**src/hw/rtl/spc_pkg.sv**
```systemverilog
// shared types and constants for the skin pixel classifier
`default_nettype none

package spc_pkg;

  // pixel component width
  localparam int unsigned PIX_W = 8;
  // hue threshold register width
  localparam int unsigned HUE_W = 9;

  // configuration register indexes
  localparam logic REG_HUE_LOW  = 1'b0;
  localparam logic REG_HUE_HIGH = 1'b1;

  // threshold reset values in degrees
  localparam logic [HUE_W-1:0] HUE_LOW_RST  = 9'd35;
  localparam logic [HUE_W-1:0] HUE_HIGH_RST = 9'd325;

  // bt.601 luma weights, 12 fraction bits
  localparam logic [19:0] Y_KR   = 20'd1225;
  localparam logic [19:0] Y_KG   = 20'd2404;
  localparam logic [19:0] Y_KB   = 20'd467;
  localparam logic [19:0] Y_RND  = 20'd2048;

  // chroma scale and offset (128 plus half an lsb), 12 fraction bits
  localparam logic signed [22:0] CR_SCALE = 23'sd2920;
  localparam logic signed [22:0] CB_SCALE = 23'sd2310;
  localparam logic signed [22:0] C_OFFSET = 23'sd526336;

  // cr/cb line bounds: 4096*cr against slope*cb + offset
  localparam logic signed [24:0] B1_SLOPE  = 25'sd6497;
  localparam logic signed [24:0] B1_OFFSET = 25'sd81920;
  localparam logic signed [24:0] B2_SLOPE  = 25'sd1412;
  localparam logic signed [24:0] B2_OFFSET = 25'sd312143;
  localparam logic signed [24:0] B3_SLOPE  = -25'sd18699;
  localparam logic signed [24:0] B3_OFFSET = 25'sd960779;
  localparam logic signed [24:0] B4_SLOPE  = -25'sd4710;
  localparam logic signed [24:0] B4_OFFSET = 25'sd1235968;
  localparam logic signed [24:0] B5_SLOPE  = -25'sd9362;
  localparam logic signed [24:0] B5_OFFSET = 25'sd1772954;

  // results of the five cr/cb line tests
  typedef struct packed {
    logic upper_steep;   // cr below the rising line
    logic lower_rise;    // cr above the shallow rising line
    logic lower_fall;    // cr above the falling line
    logic upper_fall;    // cr below the shallow falling line
    logic upper_far;     // cr below the far falling line
  } bounds_t;

endpackage

`default_nettype wire

```
**src/hw/rtl/skin_pixel_classifier.sv**
```systemverilog
// Skin pixel classifier: one RGB pixel per clock through a four-stage pipeline.
// A pixel is skin when the RGB lighting rule, five BT.601 Cr/Cb line bounds and
// the hue window (hue below hue_low or above hue_high, in degrees) all pass; a
// skin pixel leaves unchanged, any other leaves as black, with is_skin on tuser.
// Throughput is one pixel per clock unless the output stalls; a beat goes through
// stages 0 to 3 to the master side. Each stage has its own valid bit and moves
// forward when the next one is empty or moving, so s_tready drops only when all four
// stages hold pixels and the output is stalled. Cfg index 0 is hue_low, 1 is hue_high.
// The user writes thresholds only while the pipeline is empty; the block does not check.
`default_nettype none

module skin_pixel_classifier (
  input  wire logic        clk,
  input  wire logic        rst,
  // configuration
  input  wire logic        cfg_we,
  input  wire logic        cfg_index,
  input  wire logic [8:0]  cfg_data,
  // pixel in
  input  wire logic        s_tvalid,
  output logic             s_tready,
  input  wire logic [23:0] s_tdata,   // red [7:0], green [15:8], blue [23:16]
  // pixel out
  output logic             m_tvalid,
  input  wire logic        m_tready,
  output logic [23:0]      m_tdata,   // out_red [7:0], out_green [15:8], out_blue [23:16]
  output logic             m_tuser    // is_skin [0]
);
  import spc_pkg::*;

  // threshold registers
  logic [HUE_W-1:0] hue_low;
  logic [HUE_W-1:0] hue_high;

  // stage valid bits and moves
  logic v0, v1, v2, v3;
  logic rdy1, rdy2, rdy3;

  // stage 0 payload
  logic [PIX_W-1:0] r0, g0, b0;

  // stage 1 payload
  logic [PIX_W-1:0] r1, g1, b1, y1;
  logic             rgb1;
  logic [16:0]      num1;
  logic [PIX_W-1:0] d1;

  // stage 2 payload
  logic [PIX_W-1:0] r2, g2, b2, cr2, cb2;
  logic             rgb2, hue2;

  // stage 1 combinational
  logic [19:0]        y_sum;
  logic [PIX_W-1:0]   mx, mn, dlt, rg_abs;
  logic               day_ok, flash_ok;
  logic signed [18:0] r_s, g_s, b_s, d_s, num_raw, num_pos;

  // stage 2 combinational
  logic signed [22:0] cr_t, cb_t;
  logic [PIX_W-1:0]   cr_c, cb_c;
  logic [16:0]        lo_prod, hi_prod;

  // stage 3 combinational
  bounds_t bnd;
  logic    skin;

  // handshake: each stage moves when the next can take its beat
  assign rdy3     = !v3 || m_tready;
  assign rdy2     = !v2 || rdy3;
  assign rdy1     = !v1 || rdy2;
  assign s_tready = !v0 || rdy1;
  assign m_tvalid = v3;

  // configuration writes
  always_ff @(posedge clk) begin
    if (rst) begin
      hue_low  <= HUE_LOW_RST;
      hue_high <= HUE_HIGH_RST;
    end else if (cfg_we) begin
      case (cfg_index)
        REG_HUE_LOW:  hue_low  <= cfg_data;
        REG_HUE_HIGH: hue_high <= cfg_data;
        default: ;
      endcase
    end
  end

  // valid bits
  always_ff @(posedge clk) begin
    if (rst) begin
      v0 <= 1'b0;
      v1 <= 1'b0;
      v2 <= 1'b0;
      v3 <= 1'b0;
    end else begin
      if (s_tready) v0 <= s_tvalid;
      if (rdy1)     v1 <= v0;
      if (rdy2)     v2 <= v1;
      if (rdy3)     v3 <= v2;
    end
  end

  // stage 0: input register
  always_ff @(posedge clk) begin
    if (s_tready && s_tvalid) begin
      r0 <= s_tdata[7:0];
      g0 <= s_tdata[15:8];
      b0 <= s_tdata[23:16];
    end
  end

  // stage 1: luma, extremes, rgb rule and hue numerator
  always_comb begin
    y_sum = 20'(r0) * Y_KR + 20'(g0) * Y_KG + 20'(b0) * Y_KB + Y_RND;

    mx = (r0 > g0) ? r0 : g0;
    mn = (r0 < g0) ? r0 : g0;
    if (b0 > mx) mx = b0;
    if (b0 < mn) mn = b0;
    dlt    = mx - mn;
    rg_abs = (r0 >= g0) ? (r0 - g0) : (g0 - r0);

    day_ok   = (r0 > 8'd95) && (g0 > 8'd40) && (b0 > 8'd20) && (dlt > 8'd15) &&
               (rg_abs > 8'd15) && (r0 > g0) && (r0 > b0);
    flash_ok = (r0 > 8'd220) && (g0 > 8'd210) && (b0 > 8'd170) &&
               (rg_abs <= 8'd15) && (r0 > b0) && (g0 > b0);

    r_s = $signed({11'b0, r0});
    g_s = $signed({11'b0, g0});
    b_s = $signed({11'b0, b0});
    d_s = $signed({11'b0, dlt});

    // sector by largest component, red first
    if (mx == r0) begin
      num_raw = 19'sd60 * (g_s - b_s);
    end else if (mx == g0) begin
      num_raw = 19'sd120 * d_s + 19'sd60 * (b_s - r_s);
    end else begin
      num_raw = 19'sd240 * d_s + 19'sd60 * (r_s - g_s);
    end
    num_pos = (num_raw < 19'sd0) ? (num_raw + 19'sd360 * d_s) : num_raw;
  end

  always_ff @(posedge clk) begin
    if (rdy1 && v0) begin
      r1   <= r0;
      g1   <= g0;
      b1   <= b0;
      y1   <= y_sum[19:12];
      rgb1 <= day_ok || flash_ok;
      // grey pixel: hue taken as zero over a unit denominator
      if (dlt == '0) begin
        num1 <= '0;
        d1   <= 8'd1;
      end else begin
        num1 <= num_pos[16:0];
        d1   <= dlt;
      end
    end
  end

  // stage 2: chroma with clamping and hue window
  always_comb begin
    cr_t = ($signed({15'b0, r1}) - $signed({15'b0, y1})) * CR_SCALE + C_OFFSET;
    cb_t = ($signed({15'b0, b1}) - $signed({15'b0, y1})) * CB_SCALE + C_OFFSET;

    if (cr_t < 23'sd0)        cr_c = '0;
    else if (|cr_t[22:20])    cr_c = 8'hFF;
    else                      cr_c = cr_t[19:12];

    if (cb_t < 23'sd0)        cb_c = '0;
    else if (|cb_t[22:20])    cb_c = 8'hFF;
    else                      cb_c = cb_t[19:12];

    lo_prod = {8'b0, hue_low}  * {9'b0, d1};
    hi_prod = {8'b0, hue_high} * {9'b0, d1};
  end

  always_ff @(posedge clk) begin
    if (rdy2 && v1) begin
      r2   <= r1;
      g2   <= g1;
      b2   <= b1;
      cr2  <= cr_c;
      cb2  <= cb_c;
      rgb2 <= rgb1;
      hue2 <= (num1 < lo_prod) || (num1 > hi_prod);
    end
  end

  // stage 3: cr/cb bounds and output register
  spc_bounds u_bounds (
    .cr     (cr2),
    .cb     (cb2),
    .bounds (bnd)
  );

  assign skin = rgb2 && hue2 && (&bnd);

  always_ff @(posedge clk) begin
    if (rdy3 && v2) begin
      m_tdata <= skin ? {b2, g2, r2} : '0;
      m_tuser <= skin;
    end
  end

`ifndef ASSERT_OFF
  // a pixel that is not skin always leaves black
  a_black: assert property (@(posedge clk) disable iff (rst)
    m_tvalid && !m_tuser |-> m_tdata == '0)
    else $error("non-skin beat carries pixel data");

  // input stalls only when every stage holds a pixel
  a_full: assert property (@(posedge clk) disable iff (rst)
    !s_tready |-> v0 && v1 && v2 && v3 && !m_tready)
    else $error("input stalled with room in the pipeline");

  // a stalled output beat is never dropped
  a_hold: assert property (@(posedge clk) disable iff (rst)
    v3 && !m_tready |=> v3)
    else $error("output beat lost while stalled");
`endif

endmodule

`default_nettype wire

```
**src/hw/rtl/spc_bounds.sv**
```systemverilog
// five linear cr/cb bound tests, evaluated exactly in fixed point
`default_nettype none

module spc_bounds (
  input  wire logic [spc_pkg::PIX_W-1:0] cr,
  input  wire logic [spc_pkg::PIX_W-1:0] cb,
  output spc_pkg::bounds_t               bounds
);
  import spc_pkg::*;

  logic signed [24:0] crs;
  logic signed [24:0] cbs;

  // cr scaled to 12 fraction bits, cb as a signed operand
  assign crs = $signed({5'b0, cr, 12'b0});
  assign cbs = $signed({17'b0, cb});

  // line tests
  always_comb begin
    bounds.upper_steep = crs <= (cbs * B1_SLOPE + B1_OFFSET);
    bounds.lower_rise  = crs >= (cbs * B2_SLOPE + B2_OFFSET);
    bounds.lower_fall  = crs >= (cbs * B3_SLOPE + B3_OFFSET);
    bounds.upper_fall  = crs <= (cbs * B4_SLOPE + B4_OFFSET);
    bounds.upper_far   = crs <= (cbs * B5_SLOPE + B5_OFFSET);
  end

endmodule

`default_nettype wire

```
**config.mk**
```make
export PLATFORM = sky130hd
export DESIGN_NAME = skin_pixel_classifier
export DESIGN_NICKNAME = d
export VERILOG_FILES = /design/src/hw/rtl/spc_pkg.sv /design/src/hw/rtl/skin_pixel_classifier.sv /design/src/hw/rtl/spc_bounds.sv
export SDC_FILE = /design/constraint.sdc
export NUM_CORES = 2
export LEC_CHECK = 0
export BUFFER_PORTS_ARGS = -buffer_cell sky130_fd_sc_hd__buf_2
export CORE_ASPECT_RATIO = 0.5
export CORE_MARGIN = 2
export CORE_UTILIZATION = 47
export DETAILED_ROUTE_END_ITERATION = 10
export GPL_TIMING_DRIVEN = 0
export SLEW_MARGIN = 20
export SYNTH_ARGS = -nofsm -noshare
export SYNTH_HDL_FRONTEND = slang
export SYNTH_SLANG_ARGS = --single-unit
```
**constraint.sdc**
```tcl
create_clock -name clk -period 29.3 [get_ports clk]
set_input_delay 1.465 -clock clk [delete_from_list [all_inputs] [get_ports clk]]
set_output_delay 1.465 -clock clk [all_outputs]
set_load 0.02 [all_outputs]
```
# Word level (Yosys, flattened, before mapping)
# Index checks and enable logic that the tools add are counted.
[op_classes] n_eq_ne=2 n_addsub=21 n_lt_le_gt_ge=26 bitwise_logic=1 multipliers=18 mux=10 reduce_logical=33
[ops] op="<= comparator 21 x 25 -> 1 bit" count=3
[ops] op="2-to-1 mux 8 bit" count=7
[ops] op="adder 25 x 22 -> 25 bit (second input constant)" count=2
[ops] op="greater-or-equal comparator 21 x 25 -> 1 bit" count=2
[ops] op="adder 22 x 21 -> 23 bit (second input constant)" count=2
[ops] op="< comparator 23 x 1 -> 1 bit (second input constant)" count=2
[ops] op="subtractor 8 x 8 -> 9 bit" count=5
[ops] op="multiplier 5 x 9 -> 14 bit (first input constant)" count=3
[ops] op="2-to-1 mux 19 bit" count=2
[ops] op="multiplier 8 x 9 -> 17 bit (second input constant)" count=2
[ops] op="multiplier 9 x 8 -> 17 bit" count=2
[ops] op="> comparator 8 bit" count=4
[ops] op="adder 25 x 18 -> 25 bit (second input constant)" count=1
[ops] op="adder 25 x 20 -> 25 bit (second input constant)" count=1
[ops] op="adder 25 x 21 -> 25 bit (second input constant)" count=1
[ops] op="multiplier 9 x 16 -> 25 bit (second input constant)" count=1
[ops] op="> comparator 8 bit (second input constant)" count=3
[ops] op="multiplier 4 x 8 -> 12 bit (first input constant)" count=2
[ops] op="subtractor 8 bit" count=3
[ops] op="multiplier 9 x 14 -> 23 bit (second input constant)" count=1
[ops] op="multiplier 9 x 13 -> 22 bit (second input constant)" count=1
[ops] op="multiplier 8 x 13 -> 21 bit (second input constant)" count=1
[ops] op="multiplier 9 x 12 -> 21 bit (second input constant)" count=1
[ops] op="adder 19 x 20 -> 20 bit" count=1
[ops] op="other kinds (29)" count=58
[totals] reg_bits=171

# Logic depth before layout (Yosys ltp)
[logic_depth] word_depth=11 mapped_depth=55 mapped_depth_nobuf=52

# By module
# Synthesis repeated with hierarchy kept, for this count alone.
[unflattened] cells_unflattened=4217 area_unflattened_um2=38717.1
[modules_own_cells] module="skin_pixel_classifier" cells_each=3080 area_each_um2=28781.4 instances=1 seq_area_each_um2=4854.7
[modules_own_cells] module="spc_bounds" cells_each=1137 area_each_um2=9935.8 instances=1 seq_area_each_um2=0.0

# Worst setup path after synthesis
# No wires, ideal clock.
[synth_path] path_type="flip-flop to flip-flop" startpoint="register r0[6]" endpoint="register num1[15] (data pin)" arrival_ps=10208 setup_ps=261 required_ps=29039 period_less_slack_ps=10469 path_slack_ps=18831 stages_incl_launch_ff=51 cell_sequence="edfxtp_1 -> clkbuf_1 -> inv_1 -> ha_1 -> buf_2 -> a21o_1 -> a221oi_2 -> a21oi_4 -> clkbuf_1 -> a21oi_1 -> ha_1 -> nor2b_1 -> o21ai_0 -> nand2b_1 -> a311oi_1 -> o21ai_2 -> nand2_2 -> clkbuf_1 -> [15 not listed] -> a21oi_1 -> xnor2_1 -> ha_1 -> nand3_1 -> nand2_1 -> a41o_1 -> o21ai_0 -> nand2b_1 -> xor2_1 -> nand2_1 -> nand3_1 -> o21a_1 -> ha_1 -> o41ai_1 -> xnor2_1 -> mux2_2 -> o211ai_1 -> a21oi_1"
[synth_via] elab_chain_len=11 elab_cells_between_ends=26 cone_classes="add/sub: 6; mul: 5; order compare: 5; eq/ne: 2; mux: 7; reduce/logical: 1"
[synth_rtl] element="from (decl)" line="skin_pixel_classifier.sv:40" text="logic [PIX_W-1:0] r0, g0, b0;"
[synth_rtl] element="from (signal assigned)" line="skin_pixel_classifier.sv:106" text="r0 <= s_tdata[7:0];"
[synth_rtl] element="> comparator 8 bit or < comparator 8 bit (tied branches)" line="skin_pixel_classifier.sv:116, skin_pixel_classifier.sv:117"
[synth_rtl] element="2-to-1 mux 8 bit, on equally long branches" line="skin_pixel_classifier.sv:116, skin_pixel_classifier.sv:117"
[synth_rtl] element="> comparator 8 bit or < comparator 8 bit (tied branches)" line="skin_pixel_classifier.sv:118, skin_pixel_classifier.sv:119"
[synth_rtl] element="2-to-1 mux 8 bit, on equally long branches" line="skin_pixel_classifier.sv:118, skin_pixel_classifier.sv:119"
[synth_rtl] element="subtractor 8 bit *" line="skin_pixel_classifier.sv:120" text="dlt = mx - mn;"
[synth_rtl] element="via dlt[6]" line="skin_pixel_classifier.sv:54" text="logic [PIX_W-1:0] mx, mn, dlt, rg_abs;"
[synth_rtl] element="multiplier 4 x 8 -> 12 bit" line="skin_pixel_classifier.sv:137, skin_pixel_classifier.sv:139"
[synth_rtl] element="adder 17 x 16 -> 18 bit or adder 16 x 16 -> 17 bit (tied branches)" line="skin_pixel_classifier.sv:139, skin_pixel_classifier.sv:137"
[synth_rtl] element="2-to-1 mux 19 bit" line="skin_pixel_classifier.sv:136" text="end else if (mx == g0) begin"
[synth_rtl] element="2-to-1 mux 19 bit" line="skin_pixel_classifier.sv:134" text="if (mx == r0) begin"
[synth_rtl] element="adder 17 bit or < comparator 19 x 1 -> 1 bit (tied branches)" line="skin_pixel_classifier.sv:141" text="num_pos = (num_raw < 19'sd0) ? (num_raw + 19'sd360 * d_s) : num_raw;"
[synth_rtl] element="2-to-1 mux 17 bit" line="skin_pixel_classifier.sv:141"
[synth_rtl] element="to (signal assigned)" line="skin_pixel_classifier.sv:156" text="num1 <= num_pos[16:0];"
[synth_rtl] element="to (decl)" line="skin_pixel_classifier.sv:45" text="logic [16:0] num1;"
# The timed path passes the listed nets; every way through them passes the cells marked *.
# A chain may end at the register's enable or synchronous reset.

# Final worst setup path
[layout_path] startpoint="register r0[5]" endpoint="register num1[16] (data pin)"
# Same word-level chain as after synthesis.

==> results.rst <==
.. list-table::
   :header-rows: 1

   * - Metric
     - Value
   * - Clock insertion delay at the later pin of the skew report
     - 450 ps
   * - Clock tree from TritonCTS
     - yes
   * - Yosys cell types
     - 97
   * - Class of the tightest hold or removal check
     - reg2reg
   * - Post-synthesis adder-cell area fraction
     - 45.80%
   * - Drt pass-1 iters
     - 5
   * - Result of the run
     - finished, final reports clean
   * - Number of antenna violations at the first check in global routing
     - 8
   * - Largest net degree at the start of global routing
     - 26
   * - Number of clock sinks seen by CTS
     - 169
   * - Post-DR vias/cell
     - roughly 5.4
   * - Sum Neg Setup Slack
     - 0 ps
   * - Sum of routed wire length over all layers
     - 98190 um
   * - All-Layer GR Usage
     - 23.25%
   * - Max capacitance violation total
     - 0
   * - Max Buffers Root-to-Sink
     - 2
   * - Half-perimeter wire length after detailed placement
     - between 80000 and 90000 um
   * - Die X-Extent
     - 412.0 um
   * - Height of the die
     - 208.0 um
   * - Core Footprint
     - 82030 sq um
   * - Beginning of the worst hold path
     - g1[1]$_DFFE_PP_
   * - Combinational family with the most area after synthesis
     - adder cells
   * - Number of vias in the routed layout
     - ~30000
   * - H-tree lvl count
     - 4
   * - IO Count
     - 66
   * - TritonCTS Buffers
     - 17
   * - Proportion of layout cells with a drive suffix above 1
     - under 10%
   * - Post-synth design cell area
     - 39120 sq um
   * - # nets final
     - 5602
   * - Fraction of registers with async set/reset
     - 0%
   * - Number of placed instances, taps included
     - 5449
   * - Remaining DRCs
     - 0
   * - Mux share of post-synthesis cell area
     - 1.762%
   * - Count of nets left with antenna violations after detail routing
     - 0
   * - Total of fill cells in the finished design
     - 7733
   * - Cell depth of the worst flop-to-flop path
     - 52
   * - First-iteration detailed-routing DRC count
     - around 1800
   * - Number of cells produced by synthesis
     - ~4300
   * - FMAX
     - approximately 76 MHz
   * - Remaining Overflow, GRT
     - 0
   * - Minimum hold slack
     - roughly 430 ps
   * - Number of hold-repair buffers added at the cts stage
     - 0
   * - Standard cell with the maximum stage delay on the critical path
     - sky130_fd_sc_hd__edfxtp_1
   * - Measured slew at the worst slew-check pin
     - 1170 ps
   * - Number of synthesized flops with an enable pin
     - 147
   * - Fraction of the mapped netlist area in compound gates
     - around 13%
   * - Worst clock skew on the final layout
     - 14.46 ps
   * - Worst Path Class, Setup
     - reg2reg
   * - Count of input and output buffers
     - 65
   * - Post-synthesis share of cell area spent on xor and xnor gates
     - under 10%
   * - Post-CTS Setup Bufs
     - 0
   * - Fraction of the yosys area taken by sequential cells
     - 12.41%
   * - Final hold violation count
     - 0
   * - Non-filler instance count after layout
     - 5486
   * - Dominant cell type by count on the critical path
     - sky130_fd_sc_hd__ha_1
   * - Gates resized, CTS repair
     - 0
   * - RSZ-0062 raised after global routing
     - false
   * - Crit path max fanout
     - 12
   * - Endpoint of the worst hold-timing path
     - g2[1]$_DFFE_PP_
   * - Flip-flop and latch count after synthesis
     - 169
   * - Mean area per synthesized cell
     - 9.147 sq um
   * - Required time reported for the critical path endpoint
     - around 30000 ps
   * - Reg-to-Reg Start
     - r0[5]$_DFFE_PP_
   * - Total die area
     - 85700 sq um
   * - Buffer type at the clock tree root
     - sky130_fd_sc_hd__clkbuf_16
   * - Maximum single-stage delay on the critical path
     - 870 ps
   * - Final setup viols
     - 0
   * - Row cnt
     - 74
   * - Kind of capture point of the worst setup path
     - register
   * - Post-Synthesis Net Count
     - ~5500
   * - Post-synth top flop
     - sky130_fd_sc_hd__edfxtp_1
   * - Worst hold path depth
     - 0
   * - Simple-Gate Fraction of Synth Area
     - 11.41%
   * - End-of-flow core utilization
     - 50.80%
   * - Startpoint Class
     - register
   * - Area Overhead vs Synth
     - 6.531%
   * - YS warnings
     - 0
   * - Number of global-route vias before repair
     - 29830
   * - Clock slew seen by the registers of the worst setup and hold paths
     - about 90 ps
   * - Final weighted congestion of routability-driven global placement
     - 0.9174
   * - Final slew viol count
     - 0
   * - Max-Slew Margin vs Limit
     - 21.46%
   * - Arrival time at the worst endpoint
     - 13450 ps
   * - Min Tclk post-route
     - 13230 ps
   * - Setup slack of the most critical reg-to-reg path
     - 16070 ps
   * - Average wire per standard cell
     - 17.90 um
   * - Reg2reg end
     - num1[16]$_SDFFCE_PN0P_
   * - Wire length of the first global-routing pass
     - between 150000 and 200000 um
   * - Final cycle utilization of the critical path
     - a little under half
   * - Initial Utilization
     - between 40 and 50%
metal layers:
metal / wire [um] / vias to the layer above / share of wire, % / GRT usage (%)
met2: 47440 / 529 / 48 / 40.15
li1: - / 14620 / - / -
met5: 0 / - / 0 / 0
met3: 3318 / 101 / 3.4 / 1.580
met1: 45740 / 14280 / 47 / 32.08
met4: 1693 / 0 / 1.7 / 4.669
final cells by class:
type	instances	area (sq um)	area share, %
inverters	795	2984	7.160
repair buffers	71	466.7	1.120
flip-flops and latches	169	4855	11.65
well taps	1102	1379	3.309
clock buffers	17	425.4	1.021
clock inverters	15	229.0	0.5494
diodes	4	10.01	0.02402
plain buffers	75	317.8	0.7626
multi-input cells	3238	31010	74.41
cell families after synthesis:
kind of cell | Yosys count
AO/OA/AOI/OAI | 773
XOR/XNOR | 319
adder cells (fa/ha/maj) | 1197
buffers and inverters | 870
flip-flops | 169
multiplexers | 65
AND/OR/NAND/NOR | 884
cells in the final DEF (no fill, tap or decap), drive strengths merged, types with 53 or more instances in the layout:
master / netlist / final
a21o: 117 / 117
ha: 804 / 804
edfxtp: 147 / 147
a21oi: 241 / 241
o21bai: 53 / 53
clkbuf: 57 / 74
nand3: 56 / 56
xor2: 112 / 112
nor3: 64 / 64
inv: 795 / 808
nand2: 249 / 249
fa: 392 / 392
nor2: 186 / 186
buf: 18 / 89
xnor2: 205 / 205
and2: 84 / 84
o21ai: 138 / 138
cell usage after synthesis (all sizes together), types with 15 or more instances:
master	n	area share [%]
a211oi	34	0.67
a21o	117	2.2
a21oi	241	3.1
a31oi	20	0.32
and2	84	1.3
and3	21	0.34
buf	18	0.27
clkbuf	57	0.55
dfxtp	22	1.1
edfxtp	147	11
fa	392	20
ha	804	26
inv	795	7.6
mux2	18	0.53
mux2i	46	1.2
nand2	249	2.4
nand2b	36	0.58
nand3	56	0.73
nand4	24	0.38
nor2	186	1.8
nor2b	48	0.77
nor3	64	0.88
nor4	15	0.24
nor4b	24	0.54
o211ai	22	0.43
o21a	24	0.46
o21ai	138	1.8
o21bai	53	1.0
or2	18	0.29
or3	20	0.32
xnor2	205	4.6
xor2	112	2.5
state kept, by name (all words and copies together), names as in the netlist, 9 cells and up:
signal    count
m_tdata      24
hue_low       9
hue_high      9
num1         15
through the flow:
stage / setup WS, ps / instance area (sq um)
floorplan: 18830 / 39120
global placement: 16330 / 40820
detailed placement: 16210 / 41000
CTS: 16140 / 41650
global route: 15130 / 41670
finish: 16070 / 41680
critical path: cells and delay by family, from the launching register on:
family	cells	cell delay, ps
flops	1	870
compound gates	17	3830
buf+inv	7	1430
mux	2	510
simple gates	14	2070
xor+xnor	4	1420
fa+ha+maj	8	2820
how the worst max path moves through the flow:
stage	startpoint	endpoint	slack (ps)	depth (start not counted)
2_1_floorplan	r0[6]$_DFFE_PP_	num1[15]$_SDFFCE_PN0P_	18830	50
3_3_place_gp	r0[5]$_DFFE_PP_	num1[16]$_SDFFCE_PN0P_	16330	52
3_5_place_dp	r0[5]$_DFFE_PP_	num1[16]$_SDFFCE_PN0P_	16210	52
4_1_cts	r0[5]$_DFFE_PP_	num1[16]$_SDFFCE_PN0P_	16140	52
5_1_grt	r0[6]$_DFFE_PP_	num1[16]$_SDFFCE_PN0P_	15130	53
6_report	r0[5]$_DFFE_PP_	num1[16]$_SDFFCE_PN0P_	16070	52
Power is not shown: default switching activity piles up to over one toggle a cycle in this logic, so the estimate is an artifact.
